## src/design/tsg_pkg.sv

```systemverilog
// shared types and constants of the tile shade grid store
`timescale 1ns / 1ps

package tsg_pkg;

   // field widths
   localparam int COORD_W = 9;   // anchor coordinate plus offset, no wrap
   localparam int EXT_W   = 4;
   localparam int LVL_W   = 3;
   localparam int SHADE_W = 8;
   localparam int DIM_W   = 9;   // effective width or height, up to 256
   localparam int LCNT_W  = 4;   // effective level count, up to 8
   localparam int WH_W    = 17;  // width times height, up to 65536
   localparam int LOFF_W  = 20;  // level offset and full linear address sum
   localparam int EXTC_W  = 7;   // compare width for the extent clamp

   // job queue between front and back
   localparam int Q_DEPTH = 2;
   localparam int Q_PTR_W = 1;
   localparam int Q_CNT_W = 2;

   // result buffer in the back part
   localparam int RSP_DEPTH = 4;
   localparam int RSP_PTR_W = 2;
   localparam int RSP_CNT_W = 3;

   // configuration register indexes
   localparam logic [1:0] CSR_GRID_WIDTH  = 2'd0;
   localparam logic [1:0] CSR_GRID_HEIGHT = 2'd1;
   localparam logic [1:0] CSR_GRID_LEVELS = 2'd2;

   typedef enum logic [1:0] {
      REQ_READ   = 2'd0,
      REQ_CORNER = 2'd1,
      REQ_WALL   = 2'd2,
      REQ_RECT   = 2'd3
   } req_kind_type;

   typedef enum logic [1:0] {
      BK_CLEAR,
      BK_IDLE,
      BK_RUN
   } back_state_type;

   // every request becomes a rectangle of cells
   typedef struct packed {
      logic               is_read;
      logic [COORD_W-1:0] x;
      logic [COORD_W-1:0] z;
      logic [EXT_W-1:0]   ext_x;
      logic [EXT_W-1:0]   ext_z;
      logic [LVL_W-1:0]   level;
      logic [SHADE_W-1:0] shade;
   } job_type;

   typedef struct packed {
      logic [DIM_W-1:0]  width;
      logic [DIM_W-1:0]  height;
      logic [LCNT_W-1:0] levels;
   } grid_size_type;

   // control bits that follow one cell down the back pipeline
   typedef struct packed {
      logic valid;
      logic write;
      logic read;
      logic last;
      logic in_grid;
   } tok_type;

endpackage

```

## src/design/tsg_front.sv

```systemverilog
// front part: takes requests and turns each into a rectangle job
`timescale 1ns / 1ps

module tsg_front #(
   parameter int MAX_EXTENT = 15
) (
   input  logic                          clock,
   input  logic                          reset,
   input  logic                          req_valid,
   output logic                          req_stall,
   input  logic [1:0]                    req_type,
   input  logic [7:0]                    req_x_coord,
   input  logic [7:0]                    req_z_coord,
   input  logic [tsg_pkg::LVL_W-1:0]     req_level_index,
   input  logic [1:0]                    req_wall_orientation,
   input  logic [tsg_pkg::EXT_W-1:0]     req_extent_x,
   input  logic [tsg_pkg::EXT_W-1:0]     req_extent_z,
   input  logic [tsg_pkg::SHADE_W-1:0]   req_shade_value,
   input  logic                          clearing,
   output logic                          job_valid,
   output tsg_pkg::job_type              job,
   input  logic                          job_ready
);

   logic                          fr_valid_ff, fr_valid_in;
   tsg_pkg::job_type              fr_job_ff, fr_job_in;
   tsg_pkg::job_type              decoded;
   logic                          accept;
   logic [tsg_pkg::COORD_W-1:0]   x0, x1, z0, z1;
   logic [tsg_pkg::EXT_W-1:0]     ext_x_c, ext_z_c;

   // anchor and its neighbors, one bit wider so nothing wraps
   assign x0 = {1'b0, req_x_coord};
   assign z0 = {1'b0, req_z_coord};
   assign x1 = x0 + tsg_pkg::COORD_W'(1);
   assign z1 = z0 + tsg_pkg::COORD_W'(1);

   // extent saturation
   assign ext_x_c = ({3'b000, req_extent_x} > tsg_pkg::EXTC_W'(MAX_EXTENT)) ?
                    tsg_pkg::EXT_W'(MAX_EXTENT) : req_extent_x;
   assign ext_z_c = ({3'b000, req_extent_z} > tsg_pkg::EXTC_W'(MAX_EXTENT)) ?
                    tsg_pkg::EXT_W'(MAX_EXTENT) : req_extent_z;

   // request kind and orientation to base cell and extent
   always_comb begin
      decoded.is_read = 1'b0;
      decoded.x       = x0;
      decoded.z       = z0;
      decoded.ext_x   = tsg_pkg::EXT_W'(1);
      decoded.ext_z   = tsg_pkg::EXT_W'(1);
      decoded.level   = req_level_index;
      decoded.shade   = req_shade_value;
      unique case (tsg_pkg::req_kind_type'(req_type))
         tsg_pkg::REQ_READ: begin
            decoded.is_read = 1'b1;
         end
         tsg_pkg::REQ_CORNER: begin
            case (req_wall_orientation)
               2'd0:    decoded.z = z1;
               2'd1: begin
                  decoded.x = x1;
                  decoded.z = z1;
               end
               2'd2:    decoded.x = x1;
               default: ;
            endcase
         end
         tsg_pkg::REQ_WALL: begin
            case (req_wall_orientation)
               2'd0:    decoded.ext_z = tsg_pkg::EXT_W'(2);
               2'd1: begin
                  decoded.z     = z1;
                  decoded.ext_x = tsg_pkg::EXT_W'(2);
               end
               2'd2: begin
                  decoded.x     = x1;
                  decoded.ext_z = tsg_pkg::EXT_W'(2);
               end
               default: decoded.ext_x = tsg_pkg::EXT_W'(2);
            endcase
         end
         tsg_pkg::REQ_RECT: begin
            decoded.ext_x = ext_x_c;
            decoded.ext_z = ext_z_c;
         end
      endcase
   end

   // input handshake, held off while clearing or a held job waits
   assign req_stall = clearing || (fr_valid_ff && !job_ready);
   assign accept    = req_valid && !req_stall;

   // job register toward the queue
   always_comb begin
      fr_valid_in = fr_valid_ff;
      fr_job_in   = fr_job_ff;
      if (accept) begin
         fr_valid_in = 1'b1;
         fr_job_in   = decoded;
      end else if (job_ready) begin
         fr_valid_in = 1'b0;
      end
   end

   always_ff @(posedge clock) begin
      if (reset) begin
         fr_valid_ff <= 1'b0;
      end else begin
         fr_valid_ff <= fr_valid_in;
      end
      fr_job_ff <= fr_job_in;
   end

   assign job_valid = fr_valid_ff;
   assign job       = fr_job_ff;

endmodule

```

## config.mk

```make
export PLATFORM = sky130hd
export DESIGN_NAME = tsg_front
export DESIGN_NICKNAME = d
export VERILOG_FILES = /design/src/design/tsg_pkg.sv /design/src/design/tsg_front.sv
export SDC_FILE = /design/constraint.sdc
export NUM_CORES = 1
export LEC_CHECK = 0
export ABC_CLOCK_PERIOD_IN_PS = 8350
export BUFFER_PORTS_ARGS = -buffer_cell sky130_fd_sc_hd__buf_4
export CAP_MARGIN = 20
export CORE_ASPECT_RATIO = 2
export CORE_MARGIN = 5
export CORE_UTILIZATION = 30
export CTS_CLUSTER_SIZE = 20
export DETAILED_ROUTE_END_ITERATION = 12
export SLEW_MARGIN = 40
export SYNTH_ARGS = -nofsm -noshare
export SYNTH_HDL_FRONTEND = slang
export SYNTH_SLANG_ARGS = --single-unit
```

## constraint.sdc

```tcl
create_clock -name clock -period 8.35 [get_ports clock]
set_clock_uncertainty 0.2 [all_clocks]
set_input_delay 1.67 -clock clock [delete_from_list [all_inputs] [get_ports clock]]
set_output_delay 1.67 -clock clock [all_outputs]
set_load 0.02 [all_outputs]
```

# == After elaboration in Yosys (flattened, before gate mapping) ==
# Cells that the tools add are included.
# word_totals
reg_bits,39
input_bits,44
elab_cells,37
out_inout_bits,40
# classes
n_eq_ne,5
mux,11
reduce_logical,11
n_addsub,2
# ops
operator,count
2-to-1 mux 9 bit,4
one-hot mux 18 bit (2 select lines),1
adder 8 x 1 -> 9 bit (second input constant),2
one-hot mux 8 bit (2 select lines),1
equality test 2 bit (second input constant),3
OR reduction 2 bit,3
equality test 2 x 1 -> 1 bit (second input constant),2
zero test 2 bit,2
2-to-1 mux 2 bit,2
2-to-1 mux 1 bit,3
logical AND 1 bit,2
zero test 1 bit,2
nonzero test 2 bit,1
logical OR 1 bit,1

# == Depth between registers and ports, before layout ==
# logic_depth
word_depth,6
depth_mapped,7
ltp_nobuf,6

# == Worst setup path before layout ==
# Ideal clock, no wire load.
# synth_path
path_kind,input -> register
start,input port clearing
end,"register fr_job_ff, in the netlist job[0] (enable)"
arrival_ps,3536
stages,2
required_time_ps,7712
setup_slack_ps,4176
n_path_buf,0
setup_ps,438
path_cell_list,nand2b_1 > nor2b_1
# synth_via
elab_chain_len,3
# synth_lines
element,line_no,source
"start, declared",tsg_front.sv:19,"input logic clearing,"
logical OR 1 bit,tsg_front.sv:90,assign req_stall = clearing || (fr_valid_ff && !job_ready);
zero test 1 bit,tsg_front.sv:91,assign accept = req_valid && !req_stall;
logical AND 1 bit,tsg_front.sv:91,
named net accept,tsg_front.sv:28,logic accept;
"end signal, assigned",tsg_front.sv:111,fr_job_ff <= fr_job_in;
"end, declared",tsg_front.sv:26,"tsg_pkg::job_type fr_job_ff, fr_job_in;"
# The timed path passes the listed nets, and every way through them passes these cells.
# A chain may end at the register's enable or synchronous reset.

# == Final worst setup path ==
# layout_path
start,input port job_ready
end,output port req_stall
# layout_via
elab_chain_len,3
# layout_lines
element,line_no,source
"start, declared",tsg_front.sv:22,input logic job_ready
zero test 1 bit,tsg_front.sv:90,
logical AND 1 bit,tsg_front.sv:90,
logical OR 1 bit,tsg_front.sv:90,
"end, declared",tsg_front.sv:10,"output logic req_stall,"
# No other way between the ends.

==> impl_metrics.tcl <==
set metrics [dict create \
    cts_made_buffers 5 \
    syn_area_um2 1910 \
    placed_cells 322 \
    cellLeakagePower_nw 1.14 \
    status "completed" \
    worstPathMaxFanout 3 \
    slew_headroom_pct 63.1 \
    postRouteAntennaNets 0 \
    fp.dieW_um 66.4 \
    gr-total-overflow 0 \
    grt_pass1_wl_um 7690 \
    cts_resized 0 \
    dieArea_um2 8140 \
    synth_edf_count 38 \
    routabilityCongestion 0.787 \
    grt_max_degree 22 \
    nNetsFinal 296 \
    worstPathArrival_ps 2150 \
    clockBufferDepth 2 \
    clock_latency_ps 280 \
    ys_top_cells_by_count "edfxtp_1, o21ai_0, nand2_1, ha_1, o31ai_1" \
    rsz0062_at_grt "false" \
    grt_use_total_pct 12.7 \
    synth.top_cell.area_share_pct 59.9 \
    ctsHoldBuffers 0 \
    period_needed_ps 4020 \
    totalWireLength_um 4760 \
    start_kind "input port" \
    cts_tree "done" \
    avgSynthCellArea_um2 12.2 \
    drc_errors 0 \
    setup_tns_ps 0 \
    stdcell_count 330 \
    cts_root_buf "clkbuf_16" \
    cts.clk_slew.worst_paths_ps 60 \
    synth_seq_cells 39 \
    coreArea_um2 6260 \
    viasPerCell 4.74 \
    fill_cells 602 \
    setup_viol 0 \
    ys_seq_area_share_pct 60.9 \
    async_reset_ff_share_pct 0 \
    via_count 1564 \
    grt_pass1_vias 1604 \
    drt-wirelength-per-cell_um 14.4 \
    io-pin-count 84 \
    layout-drive-gt1-share_pct 40.2 \
    fin_crit_sh_pct 48.2 \
    register_area_um2 1160 \
    fin_util_pct 44.8 \
    finalHoldViolations 0 \
    htreeDepth 2 \
    grt_antenna_before_repair 0 \
    post_cts_buffers 0 \
    final_max_slew_viol_count 0 \
    num_antenna_cells 0 \
    syn_inst 156 \
    multi_input_area_um2 714 \
    start_util_pct 30.4 \
    yosys-top-cells-area "edfxtp_1, ha_1, o21ai_0" \
    ir_drop_mv 0.0725 \
    synth.most_common_cell "edfxtp_1" \
    fmax_mhz 249 \
    worst_slew_pin_slew_ps 552 \
    io_buffers 83 \
    yosys_warnings 0 \
    chipHeight_um 123 \
    area_delta_synth_final_pct 47.2 \
    drt_iter0_drc 82 \
    cp-end-kind "primary output" \
    ys_types 34 \
    maxCapViolCount 0 \
    cp.required_ps 6480 \
    criticalPathCategory "input port to primary output" \
    synth_largest_area_cell "edfxtp_1" \
    synth_nets 209 \
    holdCritPathClass "flop to flop" \
    fp-row-count 41 \
    dp_hpwl_um 3850 \
    synth-main-ff-cell "edfxtp_1" \
    powerDensity_nw_per_um2 180 \
    drt_first_pass_iters 4 \
    clock-sinks 39 \
    whs_ps 345 \
]
## metal layers
metal / wire (um) / GRT usage (%) / vias to the layer above / part of all wire, %
li1: - / - / 778 / -
met1: 1580 / 12.1 / 727 / 33
met2: 2800 / 23.8 / 49 / 59
met3: 222 / 2.56 / 10 / 4.7
met4: 164 / 8.14 / 0 / 3.4
met5: 0 / 0 / - / 0
## sequential cells by signal, indices dropped and copies added (netlist names)
signal / count
job_valid: 1
job: 38
## logic make-up (layout without fill, tap and decap cells)
kind of cell,Yosys count,count (layout),share of synthesized area (%)
multiplexers,1,1,0.525
AND/OR/NAND/NOR,53,53,14.4
buffers and inverters,10,98,2.10
flip-flops,39,39,60.9
AO/OA/AOI/OAI,44,44,16.1
adder cells (fa/ha/maj),9,9,5.91
## critical path, stage by stage
cell and delay, ps:
buf_4 100, nand2b_1 160, nand2b_1 80, buf_4 130
## cells in the final DEF (no fill, tap or decap), types with 3 or more instances in the layout
cell type and count:
buf_4 83, edfxtp_1 38, o21ai_0 17, nand2_1 16, ha_1 9, o31ai_1 8
nand3_1 7, a21oi_1 6, inv_1 5, and2_1 5, nor2_1 5, clkbuf_16 5
nand4_1 4, nand2b_1 3, and3_1 3
## stage by stage
step,total power [mW],instance area [um2],worst slack (ps)
global route,0.527,2810,4280
CTS,0.510,2800,4320
finish,0.504,2810,4330
floorplan,0.278,1910,4180
detailed placement,0.322,2650,4320
global placement,0.319,2630,4330
## report_power, final
| part | total [mW] | leakage (nW) | internal [mW] | switching, mW |
|---|---|---|---|---|
| Clock | 0.187 | 0.0664 | 0.111 | 0.0759 |
| Combinational | 0.0871 | 0.711 | 0.0396 | 0.0475 |
| Sequential | 0.230 | 0.364 | 0.227 | 0.00237 |
## final timing paths
path | start | endpoint | cells after the start | slack, ps
setup / recovery | job_ready | req_stall | 4 | 4330
hold / removal | job_valid | job_valid | 2 | 340
setup reg to reg | job_valid | job[32] | 3 | 6680
hold reg to reg | job_valid | job_valid | 2 | 340
## layout make-up
class,count,share of cell area (%)
sequential,39,41.4
multi-input combinational,107,25.5
timing repair buffer,84,23.2
clock buffer,5,4.46
tap,86,3.84
clock inverter,3,0.847
inverter,6,0.803
Note: power is estimated with default switching activity, not from simulation.
