**config.mk**
```make
export PLATFORM = sky130hd
export DESIGN_NAME = tsg_queue
export DESIGN_NICKNAME = d
export VERILOG_FILES = /design/src/design/tsg_pkg.sv /design/src/design/tsg_queue.sv
export SDC_FILE = /design/constraint.sdc
export NUM_CORES = 1
export LEC_CHECK = 0
export CAP_MARGIN = 20
export CORE_MARGIN = 2
export CORE_UTILIZATION = 55
export CTS_BUF_LIST = sky130_fd_sc_hd__clkbuf_16
export DETAILED_ROUTE_END_ITERATION = 6
export DONT_BUFFER_PORTS = 1
export PLACE_DENSITY = 0.81
export SYNTH_ARGS = -nofsm -noshare
export SYNTH_HDL_FRONTEND = slang
export SYNTH_SLANG_ARGS = --single-unit
```
**constraint.sdc**
```tcl
create_clock -name clock -period 1.77 [get_ports clock]
set_input_delay 0.0885 -clock clock [delete_from_list [all_inputs] [get_ports clock]]
set_output_delay 0.0885 -clock clock [all_outputs]
set_load 0.02 [all_outputs]
```
**src/design/tsg_pkg.sv**
```systemverilog
// shared types and constants of the tile shade grid store
`timescale 1ns / 1ps

package tsg_pkg;

   // field widths
   localparam int COORD_W = 9;   // anchor coordinate plus offset, no wrap
   localparam int EXT_W   = 4;
   localparam int LVL_W   = 3;
   localparam int SHADE_W = 8;
   localparam int DIM_W   = 9;   // effective width or height, up to 256
   localparam int LCNT_W  = 4;   // effective level count, up to 8
   localparam int WH_W    = 17;  // width times height, up to 65536
   localparam int LOFF_W  = 20;  // level offset and full linear address sum
   localparam int EXTC_W  = 7;   // compare width for the extent clamp

   // job queue between front and back
   localparam int Q_DEPTH = 2;
   localparam int Q_PTR_W = 1;
   localparam int Q_CNT_W = 2;

   // result buffer in the back part
   localparam int RSP_DEPTH = 4;
   localparam int RSP_PTR_W = 2;
   localparam int RSP_CNT_W = 3;

   // configuration register indexes
   localparam logic [1:0] CSR_GRID_WIDTH  = 2'd0;
   localparam logic [1:0] CSR_GRID_HEIGHT = 2'd1;
   localparam logic [1:0] CSR_GRID_LEVELS = 2'd2;

   typedef enum logic [1:0] {
      REQ_READ   = 2'd0,
      REQ_CORNER = 2'd1,
      REQ_WALL   = 2'd2,
      REQ_RECT   = 2'd3
   } req_kind_type;

   typedef enum logic [1:0] {
      BK_CLEAR,
      BK_IDLE,
      BK_RUN
   } back_state_type;

   // every request becomes a rectangle of cells
   typedef struct packed {
      logic               is_read;
      logic [COORD_W-1:0] x;
      logic [COORD_W-1:0] z;
      logic [EXT_W-1:0]   ext_x;
      logic [EXT_W-1:0]   ext_z;
      logic [LVL_W-1:0]   level;
      logic [SHADE_W-1:0] shade;
   } job_type;

   typedef struct packed {
      logic [DIM_W-1:0]  width;
      logic [DIM_W-1:0]  height;
      logic [LCNT_W-1:0] levels;
   } grid_size_type;

   // control bits that follow one cell down the back pipeline
   typedef struct packed {
      logic valid;
      logic write;
      logic read;
      logic last;
      logic in_grid;
   } tok_type;

endpackage

```
**src/design/tsg_queue.sv**
```systemverilog
// short job queue between the front and the back part
`timescale 1ns / 1ps

module tsg_queue (
   input  logic             clock,
   input  logic             reset,
   input  logic             push_valid,
   output logic             push_ready,
   input  tsg_pkg::job_type push_data,
   output logic             pop_valid,
   input  logic             pop_ready,
   output tsg_pkg::job_type pop_data
);

   tsg_pkg::job_type              slot_ff [tsg_pkg::Q_DEPTH];
   logic [tsg_pkg::Q_PTR_W-1:0]   wr_ptr_ff, wr_ptr_in;
   logic [tsg_pkg::Q_PTR_W-1:0]   rd_ptr_ff, rd_ptr_in;
   logic [tsg_pkg::Q_CNT_W-1:0]   count_ff, count_in;
   logic                          do_push, do_pop;

   assign push_ready = count_ff != tsg_pkg::Q_CNT_W'(tsg_pkg::Q_DEPTH);
   assign pop_valid  = count_ff != '0;
   assign do_push    = push_valid && push_ready;
   assign do_pop     = pop_valid && pop_ready;
   assign pop_data   = slot_ff[rd_ptr_ff];

   // pointer and fill bookkeeping
   always_comb begin
      wr_ptr_in = wr_ptr_ff;
      rd_ptr_in = rd_ptr_ff;
      count_in  = count_ff;
      if (do_push) begin
         wr_ptr_in = wr_ptr_ff + tsg_pkg::Q_PTR_W'(1);
      end
      if (do_pop) begin
         rd_ptr_in = rd_ptr_ff + tsg_pkg::Q_PTR_W'(1);
      end
      if (do_push && !do_pop) begin
         count_in = count_ff + tsg_pkg::Q_CNT_W'(1);
      end else if (do_pop && !do_push) begin
         count_in = count_ff - tsg_pkg::Q_CNT_W'(1);
      end
   end

   always_ff @(posedge clock) begin
      if (reset) begin
         wr_ptr_ff <= '0;
         rd_ptr_ff <= '0;
         count_ff  <= '0;
      end else begin
         wr_ptr_ff <= wr_ptr_in;
         rd_ptr_ff <= rd_ptr_in;
         count_ff  <= count_in;
      end
      if (do_push) begin
         slot_ff[wr_ptr_ff] <= push_data;
      end
   end

endmodule

```
# --- Word-level counts from Yosys, hierarchy flattened ---
# Memory sizes are Yosys's and may differ from the RTL's. A register that Yosys moved wholly into a read port is not among the register bits.
# Cells that the tools add are included.
word_totals:
  regBits: 4
  latchBits: 0
  mem_bits_rw: 76
  rom_bits: 0
  elab_cells: 23
  mem_count: 1
classes:
  add_sub_neg: 4
  mul: 0
  div_mod_pow: 0
  magnitude_cmp: 0
  eq_ne: 1
  shifts: 0
  n_mux: 6
  bitwise_logic: 0
  n_reduce_logical: 8
memory_table:
  columns: ["name", "depth", "word_bits", "read_ports", "rd_ports_with_merged_regs", "write_ports", "line", "rtl"]
  rows:
  - ["slot_ff", 2, 38, 1, 1, 1, "tsg_queue.sv:15", "tsg_pkg::job_type slot_ff [tsg_pkg::Q_DEPTH];"]
ops:
  columns: ["op", "n"]
  rows:
  - ["logical AND 1 bit", 4]
  - ["2-to-1 mux 1 bit", 4]
  - ["2-to-1 mux 2 bit", 2]
  - ["nonzero test 2 bit", 2]
  - ["adder 1 bit (second input constant)", 2]
  - ["adder 2 x 1 -> 2 bit (second input constant)", 1]
  - ["zero test 1 bit", 2]
  - ["inequality test 2 bit (second input constant)", 1]
  - ["subtractor 2 x 1 -> 2 bit (second input constant)", 1]

# --- Logic depth before layout (Yosys ltp) ---
logic_depth:
  word_depth: 6
  depth_mapped: 6
  ltp_nobuf: 6

# --- Worst setup path before layout ---
# No wires, ideal clock.
synth_timing:
  path_kind: "flip-flop to flip-flop"
  start: "reg count_ff[0] in the netlist's numbering"
  end: "mem slot_ff[1][0] in the netlist's numbering, enable pin"
  arrival_ps: 1696
  setup_slack_ps: -325
  stages_incl_launch_ff: 3
  n_path_buf: 0
  period_less_slack_ps: 2095
  cell_sequence: "dfxtp_1 > nand2b_1 > and3_1"
synth_via:
  elab_chain_cells: 4
synth_lines:
  columns: ["element", "line", "rtl"]
  rows:
  - ["start: declaration", "tsg_queue.sv:18", "logic [tsg_pkg::Q_CNT_W-1:0] count_ff, count_in;"]
  - ["start signal: assignment", "tsg_queue.sv:53", "count_ff <= count_in;"]
  - ["inequality test 2 bit", "tsg_queue.sv:21", "assign push_ready = count_ff != tsg_pkg::Q_CNT_W'(tsg_pkg::Q_DEPTH);"]
  - ["named net push_ready", "tsg_queue.sv:8", "output logic push_ready,"]
  - ["logical AND 1 bit", "tsg_queue.sv:23", "assign do_push = push_valid && push_ready;"]
  - ["2-to-1 mux 1 bit", "tsg_queue.sv:55", "if (do_push) begin"]
  - ["2-to-1 mux 1 bit (not written as such)", "tsg_queue.sv:56", "slot_ff[wr_ptr_ff] <= push_data;"]
  - ["end: declaration", "tsg_queue.sv:15", null]
# The timed path passes the listed nets, and every way through them passes these cells.

# --- Worst setup path after layout ---
layout_timing:
  start: "reg count_ff[0] in the netlist's numbering"
  end: "reg wr_ptr_ff"
layout_via:
  elab_chain_cells: 2
layout_lines:
  columns: ["element", "line", "rtl"]
  rows:
  - ["inequality test 2 bit", "tsg_queue.sv:21", null]
  - ["named net push_ready", "tsg_queue.sv:8", null]
  - ["logical AND 1 bit", "tsg_queue.sv:23", null]
  - ["end signal: assignment", "tsg_queue.sv:51", "wr_ptr_ff <= wr_ptr_in;"]
  - ["end: declaration", "tsg_queue.sv:16", "logic [tsg_pkg::Q_PTR_W-1:0] wr_ptr_ff, wr_ptr_in;"]
# The timed path passes the listed nets, and every way through them passes these cells.
# A chain may end at the register's enable or synchronous reset.

==> key figures <==
Routing
  – Post-route DRC: 0
  – WL per Instance: 20.7 µm
  – Vias: 1,472
  – Routed vias/inst: 5.45
  – Starting DRT DRC Count: 96
  – TritonRoute pass-1 iters: 4
  – Antenna viol nets, final: 0
  – Detailed Route WL: 5.59 mm

STA
  – F_max: 0.594 GHz
  – Setup TNS: 0 ns
  – Final Slew Violations: 0
  – Fin crit period: 1.68 ns
  – Setup violators final: 0
  – Clock skew: 0.00604 ns
  – Tcrit/Tclk final: 0.951
  – Rel. slew slack: 0.749
  – Final Hold Vio Count: 0
  – Setup slack after layout: 0.0873 ns
  – Slew @ Worst Pin: 0.372 ns
  – RSZ-0062 raised after global routing: false

Global route
  – First-pass GRT wire length: 8.50 mm
  – Vias in the first global route: 1,587
  – Antenna violations before repair: 0
  – Grt total ovfl: 0
  – Global Route Usage Sum: 0.197
  – Largest net degree at the start of global routing: 29

Clock network
  – H-tree depth: 3
  – Inserted Clock Buffers: 9
  – Root Driver: clkbuf_16
  – Setup Buffers After CTS: 0
  – Clock-pin slew on the worst setup and hold paths: 0.06 ns
  – CTS tree: built
  – Clk_lat worst skew: 0.33 ns
  – Longest Clk Path Bufs: 2
  – CTS Sinks: 81

Floorplanning
  – Initial Util: 0.577
  – Chip Height: 77.4 µm
  – Core area: 5140 µm²
  – Die outline width: 77.4 µm
  – Row count: 26
  – Die area: 5990 µm²
  – I/O pin count: 82

Layout
  – # diodes: 0
  – Reg area: 2380 µm²
  – NumNets Final: 240
  – Layout cells sized above 1: 0.315
  – Footprint of the multi-input gates: 548 µm²
  – P&R area growth vs syn: 26.9%
  – Fill cell count: 341

Place
  – Placer congestion estimate: 0.717
  – I/O Buffers: 0
  – Post-DP HPWL: 3.33 mm
  – Setup Slack @ Placement: 0.167 ns

Setup path
  – CP Cell Sequence: nand2b_1 -> buf_4 -> nand3b_1 -> a21oi_1 -> dlygate4sd3_1
  – Crit-path slowest cell: dlygate4sd3_1
  – Crit Path Category: register to register
  – Max Fanout on Critical Path: 5
  – Slowest stage delay, CP: 0.55 ns
  – Worst Path Required: 2.04 ns
  – CP arrival: 1.96 ns
  – Setup crit end kind: register
  – CP startpoint kind: register

Synth
  – Synth Net Count: 185
  – Synth warn: 0
  – Seq cells post-synth: 81
  – Seq/Total Area, Yosys: 0.803
  – Mapped cell area: 2970 µm²
  – Post-Syn Instances: 142
  – Mapped Avg Cell Area: 20.9 µm²
  – Unique masters post-synth: 18

Power
  – Comb power frac: 0.257
  – Worst vdd ir: 982 µV
  – Switching pwr: 1.62 mW
  – Clk network pwr share: 0.287
  – Sequential share of power: 0.457
  – Switching Fraction: 0.297
  – Pwr Density: 1450 nW/µm²
  – Tot Pwr: 5.45 mW
  – Power Internal: 3.84 mW
  – Static Leak: 1.28 nW

Run status
  – Outcome: finished clean

Run
  – Max cap viols: 0

Worst hold path
  – Hold Path Class: input pin to register
[worst paths after layout]
check / cells after the start / endpoint / from / slack, ns
max reg2reg: 5 / wr_ptr_ff$_SDFFE_PP0P_ / count_ff[0]$_SDFFE_PP0P_ / 0.09
min reg2reg: 2 / count_ff[1]$_SDFFE_PP0P_ / count_ff[1]$_SDFFE_PP0P_ / 0.55
min: 3 / rd_ptr_ff$_SDFFE_PP0P_ / pop_ready / 0.17
max: 5 / wr_ptr_ff$_SDFFE_PP0P_ / count_ff[0]$_SDFFE_PP0P_ / 0.09
[critical path, delay by kind of cell (launching register included)]
family	cells	cell delay (ns)
simple gates	2	0.33
compound gates	1	0.16
buf+inv	2	0.72
flops	1	0.42
[through the flow]
stage	hold slack [ns]	area, µm²	instances	util
CTS	0.171	3760	270	0.732
finish	0.174	3760	270	0.732
floorplan	0.158	2970	142	-
global route	0.228	3760	270	0.732
global placement	0.159	3110	216	0.605
detailed placement	0.160	3110	216	0.605
[cells in the final DEF (no fill, tap or decap), types with 2 or more instances in the layout]
| cell | netlist | final |
|---|---|---|
| clkbuf_16 | 0 | 9 |
| xor2_1 | 3 | 3 |
| clkinv_1 | 0 | 2 |
| a21oi_1 | 2 | 2 |
| nor2_1 | 3 | 3 |
| clkinvlp_4 | 0 | 2 |
| dlygate4sd3_1 | 0 | 40 |
| buf_12 | 0 | 2 |
| dfxtp_1 | 5 | 4 |
| clkinv_2 | 0 | 2 |
| buf_4 | 0 | 6 |
| mux2_2 | 38 | 38 |
| o21ai_0 | 2 | 2 |
| edfxtp_1 | 76 | 76 |
[cells in the mapped netlist]
cell | count | area, µm²
a21bo_2 | 1 | 10.0
a21oi_1 | 2 | 10.0
and2_1 | 1 | 6.26
and3_1 | 1 | 6.26
buf_2 | 2 | 10.0
buf_6 | 2 | 22.5
dfxtp_1 | 5 | 100
edfxtp_1 | 76 | 2280
ha_1 | 1 | 12.5
inv_1 | 1 | 3.75
mux2_2 | 38 | 428
nand2b_1 | 1 | 6.26
nand3b_1 | 1 | 7.51
nor2_1 | 3 | 11.3
o21ai_0 | 2 | 10.0
or2_2 | 1 | 6.26
or3_1 | 1 | 6.26
xor2_1 | 3 | 26.3
[what timing repair did]
item	4_1_cts	5_1_grt
endpoints found under the hold margin	81	0
hold buffers	40	0
gates resized for setup	0	0
[per-layer routing]
layer	up-vias	track usage	wire length, µm
met4	0	0.111	127
met1	721	0.209	2040
met2	72	0.350	3080
met5	-	0	0
li1	666	-	-
met3	13	0.0547	343
[power groups by stage]
stage               clock network (mW)  registers, mW  logic, mW
finish                            1.56           2.49       1.40
global route                      1.66           2.51       1.47
CTS                               1.58           2.49       1.40
detailed placement                   0           2.53       1.30
global placement                     0           2.50       1.25
floorplan                            0           2.49       1.09
[registers in the layout, indices dropped and copies added (netlist names), named ones only]
name       count
wr_ptr_ff      1
count_ff       2
slot_ff       76
rd_ptr_ff      1
[layout make-up]
class / count / area share
clock buffer: 9 / 0.0599
clock inverter: 5 / 0.00665
inverter: 1 / 0.00200
multi-input combinational: 56 / 0.146
sequential: 81 / 0.634
tap: 70 / 0.0233
timing repair buffer: 48 / 0.129
[kinds of logic (layout without fill, tap and decap cells)]
family | Yosys count | count (layout) | share of synthesized area
xor gates and xnor gates | 3 | 3 | 0.00886
muxes | 38 | 38 | 0.144
buffers and inverters | 5 | 63 | 0.0122
adders and majority gates | 1 | 1 | 0.00422
AOI/OAI and AO/OA | 5 | 5 | 0.0101
DFF | 81 | 81 | 0.803
and+or+nand+nor | 9 | 9 | 0.0169
(Power assumes the default switching activity.)
